`config.mk`:
```
export PLATFORM = sky130hd
export DESIGN_NAME = u32_division_magic_generator
export DESIGN_NICKNAME = d
export VERILOG_FILES = /design/src/sv/u32dm_pkg.sv /design/src/sv/u32dm_norm.sv /design/src/sv/u32dm_div_stage.sv /design/src/sv/u32dm_finish.sv /design/src/sv/u32_division_magic_generator.sv
export SDC_FILE = /design/constraint.sdc
export NUM_CORES = 2
export LEC_CHECK = 0
export BUFFER_PORTS_ARGS = -buffer_cell sky130_fd_sc_hd__buf_2
export CORE_MARGIN = 4
export CORE_UTILIZATION = 29
export CTS_BUF_LIST = sky130_fd_sc_hd__clkbuf_2 sky130_fd_sc_hd__clkbuf_4 sky130_fd_sc_hd__clkbuf_8
export DETAILED_ROUTE_END_ITERATION = 7
export GPL_TIMING_DRIVEN = 0
export SLEW_MARGIN = 20
export SYNTH_ARGS = -nofsm -noshare
export SYNTH_HDL_FRONTEND = slang
export SYNTH_SLANG_ARGS = --single-unit
```
`constraint.sdc`:
```
create_clock -name i_clk -period 32.3 [get_ports i_clk]
set_input_delay 6.46 -clock i_clk [delete_from_list [all_inputs] [get_ports i_clk]]
set_output_delay 6.46 -clock i_clk [all_outputs]
set_load 0.1 [all_outputs]
```
`src/sv/u32dm_pkg.sv`:
```
`default_nettype none
// ----------------------------------------------------------------------------
// u32dm_pkg
// Shared widths, stage counts and the work item carried down the pipeline of
// the unsigned 32-bit division magic generator.
// ----------------------------------------------------------------------------
package u32dm_pkg;

    localparam int WORD_W             = 32;
    localparam int SHIFT_W            = 5;
    localparam int DIV_BITS_PER_STAGE = 2;
    localparam int DIV_STAGE_COUNT    = WORD_W / DIV_BITS_PER_STAGE;
    localparam int IN_TDATA_W         = 32;
    localparam int OUT_TDATA_W        = 40;

    // Partial remainder seed: top word of the normalised dividend 2^63.
    localparam logic [WORD_W-1:0] REM_SEED = {1'b1, {(WORD_W-1){1'b0}}};

    typedef struct packed {
        logic [WORD_W-1:0]  dn;     // divisor shifted so that bit 31 is set
        logic [WORD_W-1:0]  rem;    // partial remainder, scaled like dn
        logic [WORD_W-1:0]  quo;    // quotient bits gathered so far
        logic [SHIFT_W-1:0] shift;  // floor(log2(divisor))
        logic               pow2;
        logic               zero;
    } t_work;

    typedef struct packed {
        logic [WORD_W-1:0]  magic;
        logic [SHIFT_W-1:0] shift;
        logic               add_marker;
        logic               zero_error;
    } t_result;

endpackage
`default_nettype wire

```
`src/sv/u32dm_norm.sv`:
```
`default_nettype none
// ----------------------------------------------------------------------------
// u32dm_norm
// Two-stage normaliser: classifies the divisor, counts leading zeros and
// shifts the divisor up until its top bit is set.
// ----------------------------------------------------------------------------
module u32dm_norm (
    input  wire logic                            i_clk,
    input  wire logic                            i_rst_n,
    input  wire logic                            i_valid,
    output logic                                 o_ready,
    input  wire logic [u32dm_pkg::WORD_W-1:0]    i_divisor,
    output logic                                 o_valid,
    input  wire logic                            i_ready,
    output u32dm_pkg::t_work                     o_work
);

    logic                         r1_valid;
    logic [u32dm_pkg::WORD_W-1:0] r1_d;
    logic [1:0]                   r1_lz;
    logic                         r1_pow2;
    logic                         r1_zero;

    logic [u32dm_pkg::WORD_W-1:0] n1_d;
    logic [1:0]                   n1_lz;
    logic                         n1_pow2;
    logic                         n1_zero;
    logic [u32dm_pkg::WORD_W-1:0] d16;
    logic [u32dm_pkg::WORD_W-1:0] dm1;

    logic                         r2_valid;
    u32dm_pkg::t_work             r2_work;
    u32dm_pkg::t_work             n2_work;
    logic [u32dm_pkg::WORD_W-1:0] d4;
    logic [u32dm_pkg::WORD_W-1:0] d2;
    logic [2:0]                   lz_lo;

    logic ready1;
    logic ready2;

    assign ready2  = !r2_valid || i_ready;
    assign ready1  = !r1_valid || ready2;
    assign o_ready = ready1;
    assign o_valid = r2_valid;
    assign o_work  = r2_work;

    // Coarse part: shift by 16 and 8
    always_comb begin
        dm1      = i_divisor - u32dm_pkg::WORD_W'(1);
        n1_zero  = (i_divisor == '0);
        n1_pow2  = !n1_zero && ((i_divisor & dm1) == '0);
        n1_lz[1] = (i_divisor[31:16] == '0);
        d16      = n1_lz[1] ? {i_divisor[15:0], 16'h0000} : i_divisor;
        n1_lz[0] = (d16[31:24] == '0);
        n1_d     = n1_lz[0] ? {d16[23:0], 8'h00} : d16;
    end

    // Fine part: shift by 4, 2 and 1
    always_comb begin
        lz_lo[2] = (r1_d[31:28] == '0);
        d4       = lz_lo[2] ? {r1_d[27:0], 4'h0} : r1_d;
        lz_lo[1] = (d4[31:30] == '0);
        d2       = lz_lo[1] ? {d4[29:0], 2'b00} : d4;
        lz_lo[0] = !d2[31];
        n2_work.dn    = lz_lo[0] ? {d2[30:0], 1'b0} : d2;
        n2_work.rem   = u32dm_pkg::REM_SEED;
        n2_work.quo   = '0;
        n2_work.shift = ~{r1_lz, lz_lo};
        n2_work.pow2  = r1_pow2;
        n2_work.zero  = r1_zero;
    end

    always_ff @(posedge i_clk) begin
        if (!i_rst_n) begin
            r1_valid <= 1'b0;
            r2_valid <= 1'b0;
        end else begin
            if (ready1) begin
                r1_valid <= i_valid;
            end
            if (ready2) begin
                r2_valid <= r1_valid;
            end
        end
    end

    always_ff @(posedge i_clk) begin
        if (ready1 && i_valid) begin
            r1_d    <= n1_d;
            r1_lz   <= n1_lz;
            r1_pow2 <= n1_pow2;
            r1_zero <= n1_zero;
        end
        if (ready2 && r1_valid) begin
            r2_work <= n2_work;
        end
    end

endmodule
`default_nettype wire

```
`src/sv/u32dm_div_stage.sv`:
```
`default_nettype none
// ----------------------------------------------------------------------------
// u32dm_div_stage
// One register stage of the restoring divider: retires two quotient bits of
// 2^63 / dn per beat.
// ----------------------------------------------------------------------------
module u32dm_div_stage (
    input  wire logic             i_clk,
    input  wire logic             i_rst_n,
    input  wire logic             i_valid,
    output logic                  o_ready,
    input  wire u32dm_pkg::t_work i_work,
    output logic                  o_valid,
    input  wire logic             i_ready,
    output u32dm_pkg::t_work      o_work
);

    logic             r_valid;
    u32dm_pkg::t_work r_work;
    u32dm_pkg::t_work n_work;
    logic             ready;

    assign ready   = !r_valid || i_ready;
    assign o_ready = ready;
    assign o_valid = r_valid;
    assign o_work  = r_work;

    always_comb begin
        logic [u32dm_pkg::WORD_W:0] trial;
        logic [u32dm_pkg::WORD_W:0] diff;
        logic                       ge;
        n_work = i_work;
        for (int k = 0; k < u32dm_pkg::DIV_BITS_PER_STAGE; k++) begin
            // Shift in a zero dividend bit, subtract when it fits
            trial      = {n_work.rem, 1'b0};
            diff       = trial - {1'b0, n_work.dn};
            ge         = (trial >= {1'b0, n_work.dn});
            n_work.rem = ge ? diff[u32dm_pkg::WORD_W-1:0] : trial[u32dm_pkg::WORD_W-1:0];
            n_work.quo = {n_work.quo[u32dm_pkg::WORD_W-2:0], ge};
        end
    end

    always_ff @(posedge i_clk) begin
        if (!i_rst_n) begin
            r_valid <= 1'b0;
        end else if (ready) begin
            r_valid <= i_valid;
        end
    end

    always_ff @(posedge i_clk) begin
        if (ready && i_valid) begin
            r_work <= n_work;
        end
    end

endmodule
`default_nettype wire

```
`src/sv/u32dm_finish.sv`:
```
`default_nettype none
// ----------------------------------------------------------------------------
// u32dm_finish
// Output stage: picks the plain or add-path magic from quotient and
// remainder, handles zero and power-of-two divisors, holds the result beat.
// ----------------------------------------------------------------------------
module u32dm_finish (
    input  wire logic             i_clk,
    input  wire logic             i_rst_n,
    input  wire logic             i_valid,
    output logic                  o_ready,
    input  wire u32dm_pkg::t_work i_work,
    output logic                  o_valid,
    input  wire logic             i_ready,
    output u32dm_pkg::t_result    o_result
);

    logic                         r_valid;
    u32dm_pkg::t_result           r_result;
    u32dm_pkg::t_result           n_result;
    logic                         ready;
    logic [u32dm_pkg::WORD_W-1:0] err;
    logic [u32dm_pkg::WORD_W:0]   twice_rem;
    logic                         carry;
    logic                         big_err;
    logic [u32dm_pkg::WORD_W-1:0] base;

    assign ready    = !r_valid || i_ready;
    assign o_ready  = ready;
    assign o_valid  = r_valid;
    assign o_result = r_result;

    always_comb begin
        // Remainder is scaled by 2^(31-s), so the 2^s bound becomes bit 31
        err       = i_work.dn - i_work.rem;
        big_err   = err[u32dm_pkg::WORD_W-1];
        twice_rem = {i_work.rem, 1'b0};
        carry     = (twice_rem >= {1'b0, i_work.dn});
        base      = big_err ? {i_work.quo[u32dm_pkg::WORD_W-2:0], carry} : i_work.quo;

        n_result.magic      = base + u32dm_pkg::WORD_W'(1);
        n_result.shift      = i_work.shift;
        n_result.add_marker = big_err;
        n_result.zero_error = 1'b0;
        if (i_work.zero) begin
            n_result.magic      = '0;
            n_result.shift      = '0;
            n_result.add_marker = 1'b0;
            n_result.zero_error = 1'b1;
        end else if (i_work.pow2) begin
            n_result.magic      = '0;
            n_result.add_marker = 1'b0;
        end
    end

    always_ff @(posedge i_clk) begin
        if (!i_rst_n) begin
            r_valid <= 1'b0;
        end else if (ready) begin
            r_valid <= i_valid;
        end
    end

    always_ff @(posedge i_clk) begin
        if (ready && i_valid) begin
            r_result <= n_result;
        end
    end

endmodule
`default_nettype wire

```
`src/sv/u32_division_magic_generator.sv`:
```
`default_nettype none
// ----------------------------------------------------------------------------
// u32_division_magic_generator
// Prepares multiply-high magic constants for unsigned 32-bit division.
// ----------------------------------------------------------------------------
// Usage:
//   Slave stream carries one divisor per beat in i_s_tdata[31:0]. Master
//   stream returns one result beat per divisor, in order: magic, shift,
//   add marker and zero-divisor error packed into o_m_tdata.
//   An accepted beat passes through two normaliser stages (leading-zero
//   count and shift), sixteen divider stages retiring two quotient bits
//   each, and one output stage before it reaches o_m_tvalid.
//   Throughput is one divisor per cycle unless the receiver stalls; the two
//   chained 33-bit trial subtracts of each divider stage set the clock period.
//   Each stage advances on its own, so bubbles close up when the receiver
//   stalls and new divisors are still taken until the pipeline is full;
//   the output beat holds until taken. Reset empties the pipeline at once;
//   there is no start-up sweep.
// ----------------------------------------------------------------------------
module u32_division_magic_generator (
    input  wire logic                                i_clk,
    input  wire logic                                i_rst_n,
    input  wire logic                                i_s_tvalid,
    output logic                                     o_s_tready,
    // [31:0] divisor
    input  wire logic [u32dm_pkg::IN_TDATA_W-1:0]    i_s_tdata,
    output logic                                     o_m_tvalid,
    input  wire logic                                i_m_tready,
    // [31:0] magic, [36:32] shift, [37] add_marker, [38] zero_error, [39] pad
    output logic [u32dm_pkg::OUT_TDATA_W-1:0]        o_m_tdata
);

    localparam int N = u32dm_pkg::DIV_STAGE_COUNT;

    logic               valid [N+1];
    logic               ready [N+1];
    u32dm_pkg::t_work   work  [N+1];
    u32dm_pkg::t_result result;

    u32dm_norm u_norm (
        .i_clk     (i_clk),
        .i_rst_n   (i_rst_n),
        .i_valid   (i_s_tvalid),
        .o_ready   (o_s_tready),
        .i_divisor (i_s_tdata[u32dm_pkg::WORD_W-1:0]),
        .o_valid   (valid[0]),
        .i_ready   (ready[0]),
        .o_work    (work[0])
    );

    for (genvar g = 0; g < N; g++) begin : g_div
        u32dm_div_stage u_stage (
            .i_clk   (i_clk),
            .i_rst_n (i_rst_n),
            .i_valid (valid[g]),
            .o_ready (ready[g]),
            .i_work  (work[g]),
            .o_valid (valid[g+1]),
            .i_ready (ready[g+1]),
            .o_work  (work[g+1])
        );
    end

    u32dm_finish u_finish (
        .i_clk    (i_clk),
        .i_rst_n  (i_rst_n),
        .i_valid  (valid[N]),
        .o_ready  (ready[N]),
        .i_work   (work[N]),
        .o_valid  (o_m_tvalid),
        .i_ready  (i_m_tready),
        .o_result (result)
    );

    assign o_m_tdata = {1'b0, result.zero_error, result.add_marker,
                        result.shift, result.magic};

`ifndef NO_ASSERTIONS
    a_zero_clears: assert property (@(posedge i_clk) disable iff (!i_rst_n)
        (o_m_tvalid && o_m_tdata[38]) |-> (o_m_tdata[37:0] == '0))
        else $error("zero divisor result carries non-zero fields");

    a_add_not_zero: assert property (@(posedge i_clk) disable iff (!i_rst_n)
        (o_m_tvalid && o_m_tdata[37]) |-> !o_m_tdata[38])
        else $error("add marker set on zero divisor");

    a_stall_source: assert property (@(posedge i_clk) disable iff (!i_rst_n)
        !o_s_tready |-> (o_m_tvalid && !i_m_tready))
        else $error("input stalled without an output stall");
`endif

endmodule
`default_nettype wire

```
==> metrics.md <==
| Metric | Value |
|---|---|
| Max rail drop VDD | between 0.03 and 0.04 mV |
| Reg2reg end | g_div[1].u_stage.o_work[67] |
| TritonCTS Buffers | ~250 |
| Post-Syn Area | around 110,000 um2 |
| Reg2reg start | g_div[0].u_stage.o_work[76] |
| Antenna violations before repair | 11 |
| Sequential share of the synthesized area | 0.407 |
| Layout cells sized above 1 | 0.112 |
| Post-Synth Simple-Gate Area | 0.116 |
| Crit. Startpoint | i_m_tready |
| Layout fillers | just under 40,000 |
| Max-slew violations | 0 |
| Worst skew pair latency | between 1 and 1.5 ns |
| Final worst path period need | 17.02 ns |
| Final setup vio count | 0 |
| Slew headroom | 0.239 |
| Hold buffer count at cts | 0 |
| CP Capture Type | primary output |
| Largest family of logic cells by synthesized area | compound AO/OA/AOI/OAI gates |
| Final ANT Viol Nets | 0 |
| Post-DP Area | about 120,000 um2 |
| Reg area | around 46,000 um2 |
| Reg-to-reg slack, setup | about 23 ns |
| Asr flop ratio synth | 0 |
| DR vias | between 80,000 and 90,000 |
| Total GRT Usage | 0.151 |
| Post-synthesis adder-cell area fraction | 0.119 |
| Multi-input gate area | about 62,000 um2 |
| Hold Crit Depth | 0 |
| Area Growth Syn to Fin | 11.5% |
| Worst EP arrival | 10.56 ns |
| Inst Count DP | approximately 16,000 |
| Worst path required time | around 26 ns |
| Synth Area in XOR/XNOR | 0.0684 |
| Yosys Warn Count | 0 |
| Hold WC Path Type | reg -> reg |
| Drt pass-1 iters | 6 |
| Post-CTS sizing | 0 |
| Maximum clock rate | 58.8 MHz |
| Clock skew | 0.106 ns |
| # IOs | 78 |
| Distinct cell type count after synthesis | between 100 and 150 |
| CTS clk-pin slew, worst paths | around 0.070 ns |
| Reg2Reg Depth | 23 |
| Final GP Congestion | roughly 0.94 |
| CTS tree | yes |
| Initial detailed-routing violation count | around 6,300 |
| Max Root-Sink Buffers | 4 |
| Register bit total from synthesis | about 1,500 |
| Total Wirelength | about 310,000 um |
| Die height | about 630 um |
| Area contributors post-synth | edfxtp_1 40%, ha_1 12%, mux2_2 6.1% |
| Detailed Place HPWL | ~250,000 um |
| Vias/cell | between 5 and 6 |
| Startpoint types | input port |
| Root buf cell | clkbuf_8 |
| Gate count after technology mapping | between 10,000 and 15,000 |
| Final hold vios | 0 |
| Wire length of the first global-routing pass | roughly 480,000 um |
| Synth top area share | 0.404 |
| Worst-path cell chain | buf_2 -> nor2b_1 -> nand3_1 -> nor2_1 -> and2_1 -> clkbuf_1 -> inv_1 -> nor3_1 -> and2_1 -> and3_1 -> clkbuf_1 -> nand3_1 -> buf_2 |
| Run status | complete, no violations |
| Start point of the worst hold path | g_div[4].u_stage.o_work[75] |
| Fin area | between 100,000 and 150,000 um2 |
| Synth Area in Compound Gates | 0.180 |
| CORE AREA | 383,000 um2 |
| Post-synthesis mux area share | 0.0719 |
| PwrDens | about 33 nW/um2 |
| Most common cell after layout, fill and taps aside | edfxtp_1 |
| Syn Nets | 12,200 |
| Worst path slowest cell | nor2b_1 |
| Initial Util | 0.292 |
| Worst setup path endpoint | o_s_tready |
| Post-route setup TNS | 0 ns |
| # DRC | 0 |
| Clock Sinks | between 1,500 and 2,000 |
| Max Fanout on Critical Path | 7 |
| Post-CTS Setup Bufs | 0 |
| Leak | between 40 and 50 nW |
| Row Count | between 200 and 250 |
| Post-synth EDFFs | about 1,500 |
| Largest net degree at the start of global routing | between 60 and 70 |
| Final non-filler cell total | roughly 17,000 |
| Maxcap violations | 0 |
| Predominant post-synthesis flop cell | edfxtp_1 |
| Most frequent cells in the layout | 1,506 x edfxtp_1, 1,039 x ha_1, 945 x a21oi_1, 865 x inv_1, 715 x nor2_1 |
| Synth area leader | edfxtp_1 |
| GRT overflow | 0 |
| Die area | a little under 400,000 um2 |
| Critical Path Max Stage Delay | between 0.5 and 0.6 ns |
| Layout Nets | 12,500 |
| RSZ-0062 raised after global routing | false |
| Avg WL per Cell | about 19 um |
| Die span in x | 629 um |
| H-tree depth | 4 |
| Vias in the first global route | between 80,000 and 90,000 |
| Crit Path Class | in -> out |
| Part of the cycle the worst path needs | 0.527 |
| Port Buf Inserts | 75 |
| Syn_area_per_cell | around 10 um2 |
| Measured slew at the worst slew-check pin | between 1 and 1.5 ns |
==> area by class of cell <==
class	instances	share of cell area
Multi-Input combinational cell	8461	0.500
Sequential cell	1525	0.365
Tap cell	5038	0.0505
Clock buffer	320	0.0316
Inverter	873	0.0262
Timing Repair Buffer	130	0.0138
Buffer	219	0.00724
Clock inverter	112	0.00568
Antenna cell	6	0.000120
==> cell families (layout without fill, tap and decap cells) <==
| family | count (synthesis) | count (layout) |
|---|---|---|
| AOI/OAI and AO/OA | 3152 | 3152 |
| xor gates and xnor gates | 874 | 874 |
| adders and majority gates | 1057 | 1057 |
| buffers and inverters | 1092 | 1654 |
| DFF | 1525 | 1525 |
| muxes | 721 | 721 |
| other | 1 | 7 |
| and+or+nand+nor | 2656 | 2656 |
==> worst max-delay path: cells and delay by family <==
family / cells / cell delay [ns]
buffers and inverters: 5 / 1.38
AND/OR/NAND/NOR: 8 / 2.67
==> cells in the mapped netlist, types with 31 or more instances <==
library cell and n:
a211oi_1 77, a21boi_0 35, a21o_1 492, a21oi_1 945
a221oi_1 31, a31o_2 32, a31oi_1 119, and2_1 88
and3_1 101, buf_2 33, clkbuf_1 167, edfxtp_1 1506
ha_1 1039, inv_1 865, mux2_2 611, mux2i_1 95
nand2_1 652, nand2b_1 111, nand3_1 224, nand4_1 158
nor2_1 715, nor2b_1 131, nor3_1 173, nor4_1 65
o211ai_1 71, o21a_1 181, o21ai_0 616, o21bai_1 158
o31a_1 40, o31ai_1 62, or2_2 49, or3_1 63
xnor2_1 607, xor2_1 267
==> sequential cells by signal, indices dropped and copies added, names as in the netlist <==
signal	cells
g_div.u_stage.o_work	1392
u_norm.r1_valid	1
u_norm.r1_pow2	1
u_norm.o_valid	1
u_norm.r1_zero	1
u_norm.o_work	39
u_norm.r1_lz	2
g_div.u_stage.o_valid	16
u_finish.o_result	39
u_finish.o_valid	1
u_norm.r1_d	32
==> layer usage <==
layer,GRT usage,vias to the layer above,share of wire
met3,0.0205,543,0.048
met1,0.196,40700,0.45
met4,0.0514,2,0.036
met5,0,-,0.000039
met2,0.255,2108,0.47
li1,-,42100,-
==> worst min path at each step <==
stage,endpoint
global route,g_div[5].u_stage.o_work[75]
floorplan,g_div[0].u_stage.o_work[0]
finish,g_div[5].u_stage.o_work[75]
global placement,g_div[7].u_stage.o_work[1]
CTS,g_div[5].u_stage.o_work[75]
detailed placement,g_div[0].u_stage.o_work[3]
==> power breakdown <==
part / switching [mW] / leakage (nW) / internal, mW
logic: 0.180 / 33.1 / 0.139
clock network: 0.792 / 2.45 / 0.854
registers: 0.0111 / 13.5 / 2.17
total: 0.983 / 49.1 / 3.17
==> metrics by stage <==
| stage | hold WS (ns) | util | total power [mW] | setup slack (ns) |
|---|---|---|---|---|
| finish | 0.379 | 0.326 | 4.15 | 15.28 |
| global route | 0.379 | 0.326 | 4.33 | 14.92 |
| CTS | 0.383 | 0.326 | 4.20 | 15.24 |
| detailed placement | 0.405 | 0.314 | 2.54 | 15.26 |
| global placement | 0.400 | 0.309 | 2.53 | 13.28 |
| floorplan | 0.400 | - | 2.46 | 16.95 |
(Power assumes the default switching activity.)
